`src/hdl/qmu_pkg.sv`:
```
// qmu_pkg.sv: shared widths, mode codes, payload types and fixed-point helpers
// of the quaternion math unit. No dependencies; used by all but qmu_stream_if.
package qmu_pkg;

	localparam int FRAC_BITS_DEF = 16;
	localparam int DW            = 32;
	localparam int PW            = 2 * DW;
	localparam int ACC_W         = PW + 2;
	localparam int NPROD         = 16;
	localparam int NVAL          = 9;
	localparam int NROT          = 9;
	localparam int NAXIS         = 3;

	localparam logic [1:0] MODE_MUL  = 2'd0;
	localparam logic [1:0] MODE_ROT  = 2'd1;
	localparam logic [1:0] MODE_MAT  = 2'd2;
	localparam logic [1:0] MODE_NONE = 2'd3;

	localparam logic [1:0] ROW_LAST  = 2'd3;

	typedef logic signed [DW-1:0]    fix_t;
	typedef logic signed [PW-1:0]    prod_t;
	typedef logic signed [ACC_W-1:0] acc_t;

	typedef struct packed {
		logic [1:0] mode;
		fix_t       q_w;
		fix_t       q_x;
		fix_t       q_y;
		fix_t       q_z;
		fix_t       p_w;
		fix_t       p_x;
		fix_t       p_y;
		fix_t       p_z;
	} in_item_t;

	typedef struct packed {
		fix_t res_0;
		fix_t res_1;
		fix_t res_2;
		fix_t res_3;
		logic last_row;
	} out_item_t;

	// operands that travel with an item down the pipe
	typedef struct packed {
		logic [1:0] mode;
		fix_t       q_w;
		fix_t       q_x;
		fix_t       q_y;
		fix_t       q_z;
		fix_t       p_x;
		fix_t       p_y;
		fix_t       p_z;
	} ctx_t;

	typedef struct packed {
		logic                       valid;
		ctx_t                       ctx;
		logic [NVAL-1:0][DW-1:0]    val;
	} stage_t;

	function automatic acc_t ext_p(input prod_t p);
		return acc_t'(p);
	endfunction

	function automatic acc_t dbl_p(input prod_t p);
		return acc_t'(p) <<< 1;
	endfunction

	function automatic acc_t ext_f(input fix_t v);
		return acc_t'(v);
	endfunction

	// drop the fraction bits (floor), then clamp to the signed 32-bit range
	function automatic fix_t sat_shift(input acc_t a, input int frac);
		acc_t              sh;
		logic [ACC_W-DW:0] hi;
		sh = a >>> frac;
		hi = sh[ACC_W-1:DW-1];
		if ((&hi) || !(|hi))
			return fix_t'(sh[DW-1:0]);
		else if (sh[ACC_W-1])
			return fix_t'({1'b1, {(DW-1){1'b0}}});
		else
			return fix_t'({1'b0, {(DW-1){1'b1}}});
	endfunction

endpackage

```
`src/hdl/qmu_rows.sv`:
```
// qmu_rows.sv: result formatter; one result for multiply and rotate, four
// matrix rows sent one per transfer. Depends on qmu_pkg.
module qmu_rows #(
	parameter int FRAC_BITS = qmu_pkg::FRAC_BITS_DEF
) (
	input  logic                clk,
	input  logic                arst_n,
	input  qmu_pkg::stage_t     stage,
	output logic                done,
	output logic                out_valid,
	input  logic                out_ready,
	output qmu_pkg::out_item_t  out_data
);

	localparam qmu_pkg::fix_t ONE_FIX = qmu_pkg::fix_t'(1) <<< FRAC_BITS;

	logic [1:0] row_q;
	logic       xfer, is_mat;
	logic [3:0] idx0, idx1, idx2;

	assign out_valid = stage.valid;
	assign xfer      = stage.valid && out_ready;
	assign is_mat    = stage.ctx.mode == qmu_pkg::MODE_MAT;
	assign done      = xfer && (!is_mat || row_q == qmu_pkg::ROW_LAST);

	assign idx0 = 4'(row_q) * 4'd3;
	assign idx1 = idx0 + 4'd1;
	assign idx2 = idx0 + 4'd2;

	always_ff @(posedge clk or negedge arst_n) begin
		if (!arst_n) begin
			row_q <= '0;
		end else if (done) begin
			row_q <= '0;
		end else if (xfer) begin
			row_q <= row_q + 2'd1;
		end
	end

	always_comb begin
		out_data = '0;
		unique case (stage.ctx.mode)
			qmu_pkg::MODE_MUL: begin
				out_data.res_0    = stage.val[0];
				out_data.res_1    = stage.val[1];
				out_data.res_2    = stage.val[2];
				out_data.res_3    = stage.val[3];
				out_data.last_row = 1'b1;
			end
			qmu_pkg::MODE_ROT: begin
				out_data.res_0    = stage.val[0];
				out_data.res_1    = stage.val[1];
				out_data.res_2    = stage.val[2];
				out_data.last_row = 1'b1;
			end
			qmu_pkg::MODE_MAT: begin
				if (row_q == qmu_pkg::ROW_LAST) begin
					out_data.res_3    = ONE_FIX;
					out_data.last_row = 1'b1;
				end else begin
					out_data.res_0 = stage.val[idx0];
					out_data.res_1 = stage.val[idx1];
					out_data.res_2 = stage.val[idx2];
				end
			end
			default: ;
		endcase
	end

	a_row_mat_only: assert property (@(posedge clk) disable iff (!arst_n)
		row_q != 2'd0 |-> stage.valid && is_mat)
		else $error("row counter left non-zero outside a matrix item");

	a_row_advance: assert property (@(posedge clk) disable iff (!arst_n)
		xfer && is_mat && row_q != qmu_pkg::ROW_LAST |=> row_q == $past(row_q) + 2'd1)
		else $error("matrix row did not advance after a transfer");

endmodule

```
`config.mk`:
```
export PLATFORM = sky130hd
export DESIGN_NAME = qmu_rows
export DESIGN_NICKNAME = d
export VERILOG_FILES = /design/src/hdl/qmu_pkg.sv /design/src/hdl/qmu_rows.sv
export SDC_FILE = /design/constraint.sdc
export NUM_CORES = 1
export LEC_CHECK = 0
export BUFFER_PORTS_ARGS = -buffer_cell sky130_fd_sc_hd__buf_2
export CORE_AREA = 2 2 250 252
export CTS_BUF_LIST = sky130_fd_sc_hd__clkbuf_4 sky130_fd_sc_hd__clkbuf_8
export CTS_CLUSTER_DIAMETER = 150
export DETAILED_ROUTE_END_ITERATION = 10
export DIE_AREA = 0 0 252 254
export HOLD_SLACK_MARGIN = 0.06
export PLACE_DENSITY_LB_ADDON = 0.12
export SETUP_SLACK_MARGIN = 0.3
export SLEW_MARGIN = 20
export SYNTH_ARGS = -nofsm -noshare
export SYNTH_HDL_FRONTEND = slang
export SYNTH_SLANG_ARGS = --single-unit
```
`constraint.sdc`:
```
create_clock -name clk -period 5.5 [get_ports clk]
set_input_delay 0.275 -clock clk [delete_from_list [all_inputs] [get_ports clk]]
set_output_delay 0.275 -clock clk [all_outputs]
set_load 0.1 [all_outputs]
```
==> flow_metrics.py, run 1 <==
metrics = {
    "grt": {
        "overflow": 0,
        "gr-usage-all-layers": 0.1352,
        "grt_first_pass_wirelength_mm": 65.05,
        "grt_max_degree": 114,
        "grt_pass1_vias": 9017,
        "antenna_found_initial": 19,
    },
    "cells_and_area": {
        "syn2layout_area_growth_pct": 45.51,
        "top_register": "row_q",
        "largestRegisters": "row_q x2",
        "drive_gt1_frac": 0.6314,
        "fin_cells": 1883,
        "largest_reg_flops": 2,
        "fin_nets": 1612,
        "stdcell_area_mm2": 0.01007,
    },
    "pwr": {
        "p_int_w": 0.0007294,
        "combPwrFrac": 0.953,
        "p_sw_w": 0.001314,
        "cellPowerDensity_mw_per_mm2": 202.9,
        "p_seq_frac": 0.014,
        "irDropWorstVdd_mv": 0.09907,
        "power_leakage_nw": 4.014,
        "switching_share": 0.6431,
        "p_clk_frac": 0.033,
    },
    "sta": {
        "grt_setup_unrepaired": "no",
        "post-route-period-util": 0.7409,
        "slew_headroom": 0.2433,
        "tightestPinTransition_ns": 1.135,
        "holdWs_ns": 0.3804,
        "period_minus_slack_ns": 4.075,
        "fmax_ghz": 0.2454,
        "setup_viol": 0,
        "drv_slew": 0,
        "hold_viol": 0,
        "skew_ns": 0.008270,
        "setup_tns_ns": 0,
    },
    "detailed_routing": {
        "vias": 8647,
        "drc": 0,
        "wl_per_cell_um": 24.34,
        "drt-total-wl_mm": 45.82,
        "viasPerCell": 4.592,
        "drtAntennaViolNets": 0,
        "first_pass_iters": 5,
        "drtIter0Drc": 315,
    },
    "setup_path": {
        "critical_path.slowest_cell": "and3b_2",
        "crit_type": "reg -> out",
        "start_kind": "register",
        "crit_family": "simple AND/OR/NAND/NOR gates",
        "cp-end-kind": "output port",
        "worstPathMaxFanout": 70,
        "cp_data_arrival_time_ns": 3.80,
        "worstPathCellList": "ha_4 > and3b_2 > a32oi_1 > o31ai_1 > buf_2",
        "critPathBufInv": 1,
        "worstPathRequired_ns": 5.22,
        "critPathMaxStageDelay_ns": 1.07,
    },
    "floorplanning": {
        "dieArea_mm2": 0.06401,
        "num_rows": 91,
        "die_x_um": 252,
        "dieHeight_um": 254,
        "ios": 649,
        "start_util": 0.1130,
        "core_area_mm2": 0.06126,
    },
    "logic_synthesis": {
        "yosysUniqueCellTypes": 34,
        "synth_top_family_by_area": "multiplexers",
        "synthCells": 748,
        "netlist_area_mm2": 0.006923,
        "synth_nets": 1271,
        "syn_avg_cell_area_um2": 9.255,
        "synthAdderAreaFrac": 0.009037,
        "yosys.area_share.simple": 0.1731,
        "synth_seq_cells": 2,
        "ys_warn_count": 0,
        "synthXorXnorAreaFrac": 0.001265,
        "synth_mux_area_frac": 0.5234,
        "synth-seq-area-share": 0.007229,
        "synth-compound-area-share": 0.2167,
    },
    "cts": {
        "path_clk_slew_ns": 0.03,
        "cts-htree-levels": 1,
        "cts.path.max_buffers": 2,
        "cts_resized": 0,
        "clockRootBuffer": "clkbuf_8",
        "clock-sinks": 2,
        "clkLatencyLatePin_ns": 0.21,
        "cts_tree": "done",
        "cts_made_buffers": 3,
    },
    "placement": {
        "portBuffers": 424,
        "detailed_place.area_mm2": 0.01000,
        "placed_cells": 1873,
        "place_hpwl_mm": 34.11,
        "place_congestion": 0.7465,
    },
    "status": {
        "status": "complete, no violations",
    },
    "job": {
        "maxCapViolCount": 0,
    },
    "hold_path": {
        "hold_class": "in -> reg",
    },
}
-- stage by stage --
stage | worst slack (ns) | utilization | power (W)
floorplan | 0.8696 | - | 0.001487
global placement | 1.583 | 0.1624 | 0.002000
detailed placement | 1.581 | 0.1633 | 0.002000
CTS | 1.341 | 0.1642 | 0.002073
global route | 1.185 | 0.1643 | 0.002160
finish | 1.425 | 0.1644 | 0.002044
-- cells in the mapped netlist --
cell         n  area share
a22o_1      33       0.042
a32oi_1     32       0.040
and2_1      31       0.028
and3b_1      1      0.0013
buf_1        5      0.0027
buf_2       23       0.017
buf_4        1      0.0011
buf_6        3      0.0049
clkbuf_1    77       0.042
dfrtp_1      2      0.0072
ha_1         5      0.0090
inv_1        3      0.0016
inv_2        1     0.00054
mux2_2     128        0.21
mux2i_1      2      0.0029
mux4_2      96        0.31
nand2_1     68       0.037
nand2b_1     2      0.0018
nand3_1      1     0.00072
nand4_1     31       0.028
nand4b_1    31       0.039
nor2_1       4      0.0022
nor2b_1     32       0.029
nor3b_2      1      0.0018
nor4_1       1     0.00090
o2111ai_1   31       0.039
o21ai_0      2      0.0014
o221ai_1     1      0.0013
o22ai_1     64       0.058
o31ai_1     32       0.035
or2_2        1     0.00090
or4_1        1      0.0011
or4b_1       1      0.0014
xnor2_1      1      0.0013
-- repair_timing --
action	4_1_cts	5_1_grt
hold buffers	1	0
hold endpoints to repair	2	0
setup buffers	0	0
-- area by class of cell --
type / count / area (um2)
fill: 6970 / 51180
tap: 790 / 988.4
sequential: 2 / 53.80
multi-input combinational: 633 / 6452
antenna: 5 / 12.51
timing repair buffer: 445 / 2500
inverter: 4 / 17.52
clock buffer: 4 / 48.80
-- final timing paths --
| check | start | endpoint | slack [ns] | cells after the start |
|---|---|---|---|---|
| worst max-delay path | row_q[0] | out_data[100] | 1.43 | 5 |
| worst min-delay path | out_ready | row_q[0] | 0.38 | 3 |
| worst max register to register | row_q[0] | row_q[0] | 2.47 | 6 |
| worst min register to register | row_q[1] | row_q[1] | 0.70 | 1 |
| max in group asynchronous | arst_n | row_q[0] | 4.98 | 2 |
| min in group asynchronous | arst_n | row_q[0] | 0.41 | 2 |
-- cells in the final DEF (no fill, tap or decap), types with 3 or more instances in the layout --
| master | n |
|---|---|
| o22ai_1 | 64 |
| o2111ai_1 | 31 |
| nand4_1 | 31 |
| diode_2 | 5 |
| nand4b_1 | 31 |
| buf_4 | 17 |
| nor2b_1 | 32 |
| ha_1 | 4 |
| buf_2 | 413 |
| mux2_2 | 128 |
| a32oi_1 | 32 |
| buf_12 | 12 |
| clkbuf_8 | 3 |
| nor2_1 | 3 |
| a22o_1 | 33 |
| and2_1 | 31 |
| mux4_2 | 96 |
| nand2_1 | 67 |
| o31ai_1 | 32 |
-- layer usage --
layer | track usage | vias up | part of all wire
met5 | 0 | - | 0.0028
met4 | 0.01268 | 22 | 0.0093
met3 | 0.03032 | 50 | 0.069
met2 | 0.2355 | 338 | 0.49
met1 | 0.1758 | 4400 | 0.43
li1 | - | 3837 | -
-- power by group through the flow --
stage	clock network, W	registers, W	logic [W]
6_report	0.0000676	0.0000277	0.00195
5_1_grt	0.0000717	0.0000298	0.00206
4_1_cts	0.0000683	0.0000287	0.00198
3_5_place_dp	0	0.0000286	0.00197
3_3_place_gp	0	0.0000286	0.00197
2_1_floorplan	0	0.0000176	0.00147
-- tightest hold or removal path, cell delays in order --
cell and delay (ns):
buf_2 0.11, nand3_1 0.09, o21ai_0 0.08
-- kinds of logic (layout without fill, tap and decap cells) --
kind of cell / count (synthesis) / count (layout)
buffers and inverters: 113 / 453
adders and majority gates: 5 / 5
AOI/OAI and AO/OA: 195 / 195
muxes: 226 / 226
xor gates and xnor gates: 1 / 1
and+or+nand+nor: 206 / 206
other: 0 / 5
DFF: 2 / 2
Note: power is estimated with default switching activity, not from simulation.
==> run 2: changes to the inputs <==
Clock period 5.5 ns to 3.55 ns, I/O delays scaled along.
==> run 2 against run 1 <==
Net effect:
- setup slack got worse by 1.0 ns
- combinational power is 72% higher
- worst hold slack got worse by 0.11 ns
- register-to-register slack got worse by 1.1 ns
- clock power up 54%
- clock skew shrank 0.0011 ns
- total power grew 71%
- sequential cell count unchanged
- sequential share of layout area is 0.057 points lower
- via count grew 0.98%
- first-iteration DRC count increased by 30%
- critical path type unchanged
==> flow_metrics.py, run 2 (synthesis gave the netlist of run 1 again) <==
metrics = {
    "floorplanning": {
        "num_rows": 91,
        "dieArea_mm2": 0.06401,
        "core_area_mm2": 0.06126,
        "die_x_um": 252,
        "start_util": 0.1130,
        "ios": 649,
        "dieHeight_um": 254,
    },
    "pwr": {
        "p_clk_frac": 0.030,
        "irDropWorstVdd_mv": 0.1847,
        "switching_share": 0.6214,
        "power_w": 0.003487,
        "p_int_w": 0.001320,
        "p_seq_frac": 0.009,
        "combPwrFrac": 0.961,
        "cellPowerDensity_mw_per_mm2": 309.1,
        "p_sw_w": 0.002167,
        "power_leakage_nw": 4.369,
    },
    "detailed_routing": {
        "wl_per_cell_um": 25.26,
        "vias": 8732,
        "drtAntennaViolNets": 0,
        "viasPerCell": 4.613,
        "drtIter0Drc": 410,
        "wl_met2_mm": 23.32,
        "drc": 0,
        "routed.top_layer": "met5",
        "drt-met1-wl_mm": 20.74,
        "drt-total-wl_mm": 47.82,
        "met3_length_mm": 3.086,
        "first_pass_iters": 5,
    },
    "cts": {
        "clock-sinks": 2,
        "clkLatencyLatePin_ns": 0.21,
        "path_clk_slew_ns": 0.03,
        "cts-htree-levels": 1,
        "cts_tree": "done",
        "cts.path.max_buffers": 2,
        "clockRootBuffer": "clkbuf_8",
        "cts_made_buffers": 3,
    },
    "setup_path": {
        "worstPathRequired_ns": 3.37,
        "cp-startpoint": "row_q[0]",
        "cp-end-kind": "output port",
        "crit_type": "reg -> out",
        "cp_data_arrival_time_ns": 2.97,
        "worstPathMaxFanout": 14,
        "start_kind": "register",
        "timing.rr.start": "row_q[0]",
    },
    "cells_and_area": {
        "fin_nets": 1618,
        "largestRegisters": "row_q x2",
        "drive_gt1_frac": 0.6920,
        "final_cell_mix": "381 x buf_2, 128 x mux2_2, 96 x mux4_2",
        "syn2layout_area_growth_pct": 62.93,
        "largest_reg_flops": 2,
        "post-route-util": 0.1841,
        "final_common_cell": "buf_2",
        "top_register": "row_q",
        "n_fill_cell": 6853,
    },
    "placement": {
        "place_congestion": 0.7419,
        "place_hpwl_mm": 34.64,
        "portBuffers": 424,
        "post-place-ws_ns": 0.4950,
    },
    "sta": {
        "fmax_ghz": 0.3178,
        "hold_viol": 0,
        "setup_tns_ns": 0,
        "grt_setup_unrepaired": "no",
        "tightestPinTransition_ns": 0.8895,
        "drv_slew": 0,
        "post-route-period-util": 0.8865,
        "period_minus_slack_ns": 3.147,
        "finalWorstSetupSlack_ns": 0.4030,
        "slew_headroom": 0.4070,
        "setup_viol": 0,
        "skew_ns": 0.007199,
    },
    "hold_path": {
        "worstHoldStart": "out_ready",
        "hold_class": "in -> reg",
    },
    "grt": {
        "gr-usage-all-layers": 0.1410,
        "grt_max_degree": 127,
        "grt_pass1_vias": 8892,
        "antenna_found_initial": 22,
        "overflow": 0,
        "grt_first_pass_wirelength_mm": 66.45,
    },
    "job": {
        "maxCapViolCount": 0,
    },
    "status": {
        "status": "complete, no violations",
    },
}
==> run 2: cell types whose count changed in the layout (fill, tap and decap cells not counted), sizes merged <==
cell and delta:
clkbuf +3, diode +4, or4b +1, buf +2
==> run 2: worst max-delay path: stages, from the launching register on <==
cell,delay (ns)
dfrtp_4,0.54
ha_1,0.32
nor3b_4,0.35
or4b_4,0.74
o2111ai_2,0.30
buf_2,0.47
==> run 2: cell type report <==
type | instances | area [um2] | share of cell area
tap | 790 | 988.4 | 0.08763
multi-input combinational | 634 | 7104 | 0.6298
clock buffer | 4 | 48.80 | 0.004326
inverter | 4 | 17.52 | 0.001553
sequential | 2 | 53.80 | 0.004770
antenna | 9 | 22.52 | 0.001997
timing repair buffer | 450 | 3044 | 0.2699
==> run 2: power groups by stage <==
stage | Sequential, W | Clock [W] | Combinational (W)
6_report | 0.0000327 | 0.000104 | 0.00335
2_1_floorplan | 0.0000273 | 0 | 0.00243
3_5_place_dp | 0.0000329 | 0 | 0.00337
5_1_grt | 0.0000329 | 0.000108 | 0.00351
3_3_place_gp | 0.0000328 | 0 | 0.00338
4_1_cts | 0.0000327 | 0.000107 | 0.00339
==> run 2: worst paths after layout <==
check	endpoint	slack, ns	depth (start not counted)
min in group asynchronous	row_q[0]	0.29	2
worst min register to register	row_q[1]	0.70	1
worst max register to register	row_q[0]	1.41	5
worst min-delay path	row_q[0]	0.27	3
worst max-delay path	out_data[50]	0.40	5
max in group asynchronous	row_q[0]	3.15	2
==> run 2: through the flow <==
stage	hold slack (ns)	instances	instance area (um2)
6_report	0.2671	1893	11280
5_1_grt	0.2689	1889	11270
4_1_cts	0.2616	1884	11250
3_5_place_dp	-0.03079	1878	11170
3_3_place_gp	-0.02750	1878	11170
2_1_floorplan	-0.1181	748	7564
==> run 2: repair_timing <==
action,CTS,global route
hold endpoints to repair,2,0
resized for setup,1,4
endpoints found under the setup margin,19,25
setup buffers,0,0
cloned,1,0
hold buffers,1,0
==> run 2: metal layers <==
| metal | vias up | GRT usage |
|---|---|---|
| li1 | 3871 | - |
| met1 | 4505 | 0.1865 |
| met2 | 288 | 0.2374 |
| met3 | 48 | 0.03175 |
| met4 | 20 | 0.02198 |
| met5 | - | 0 |
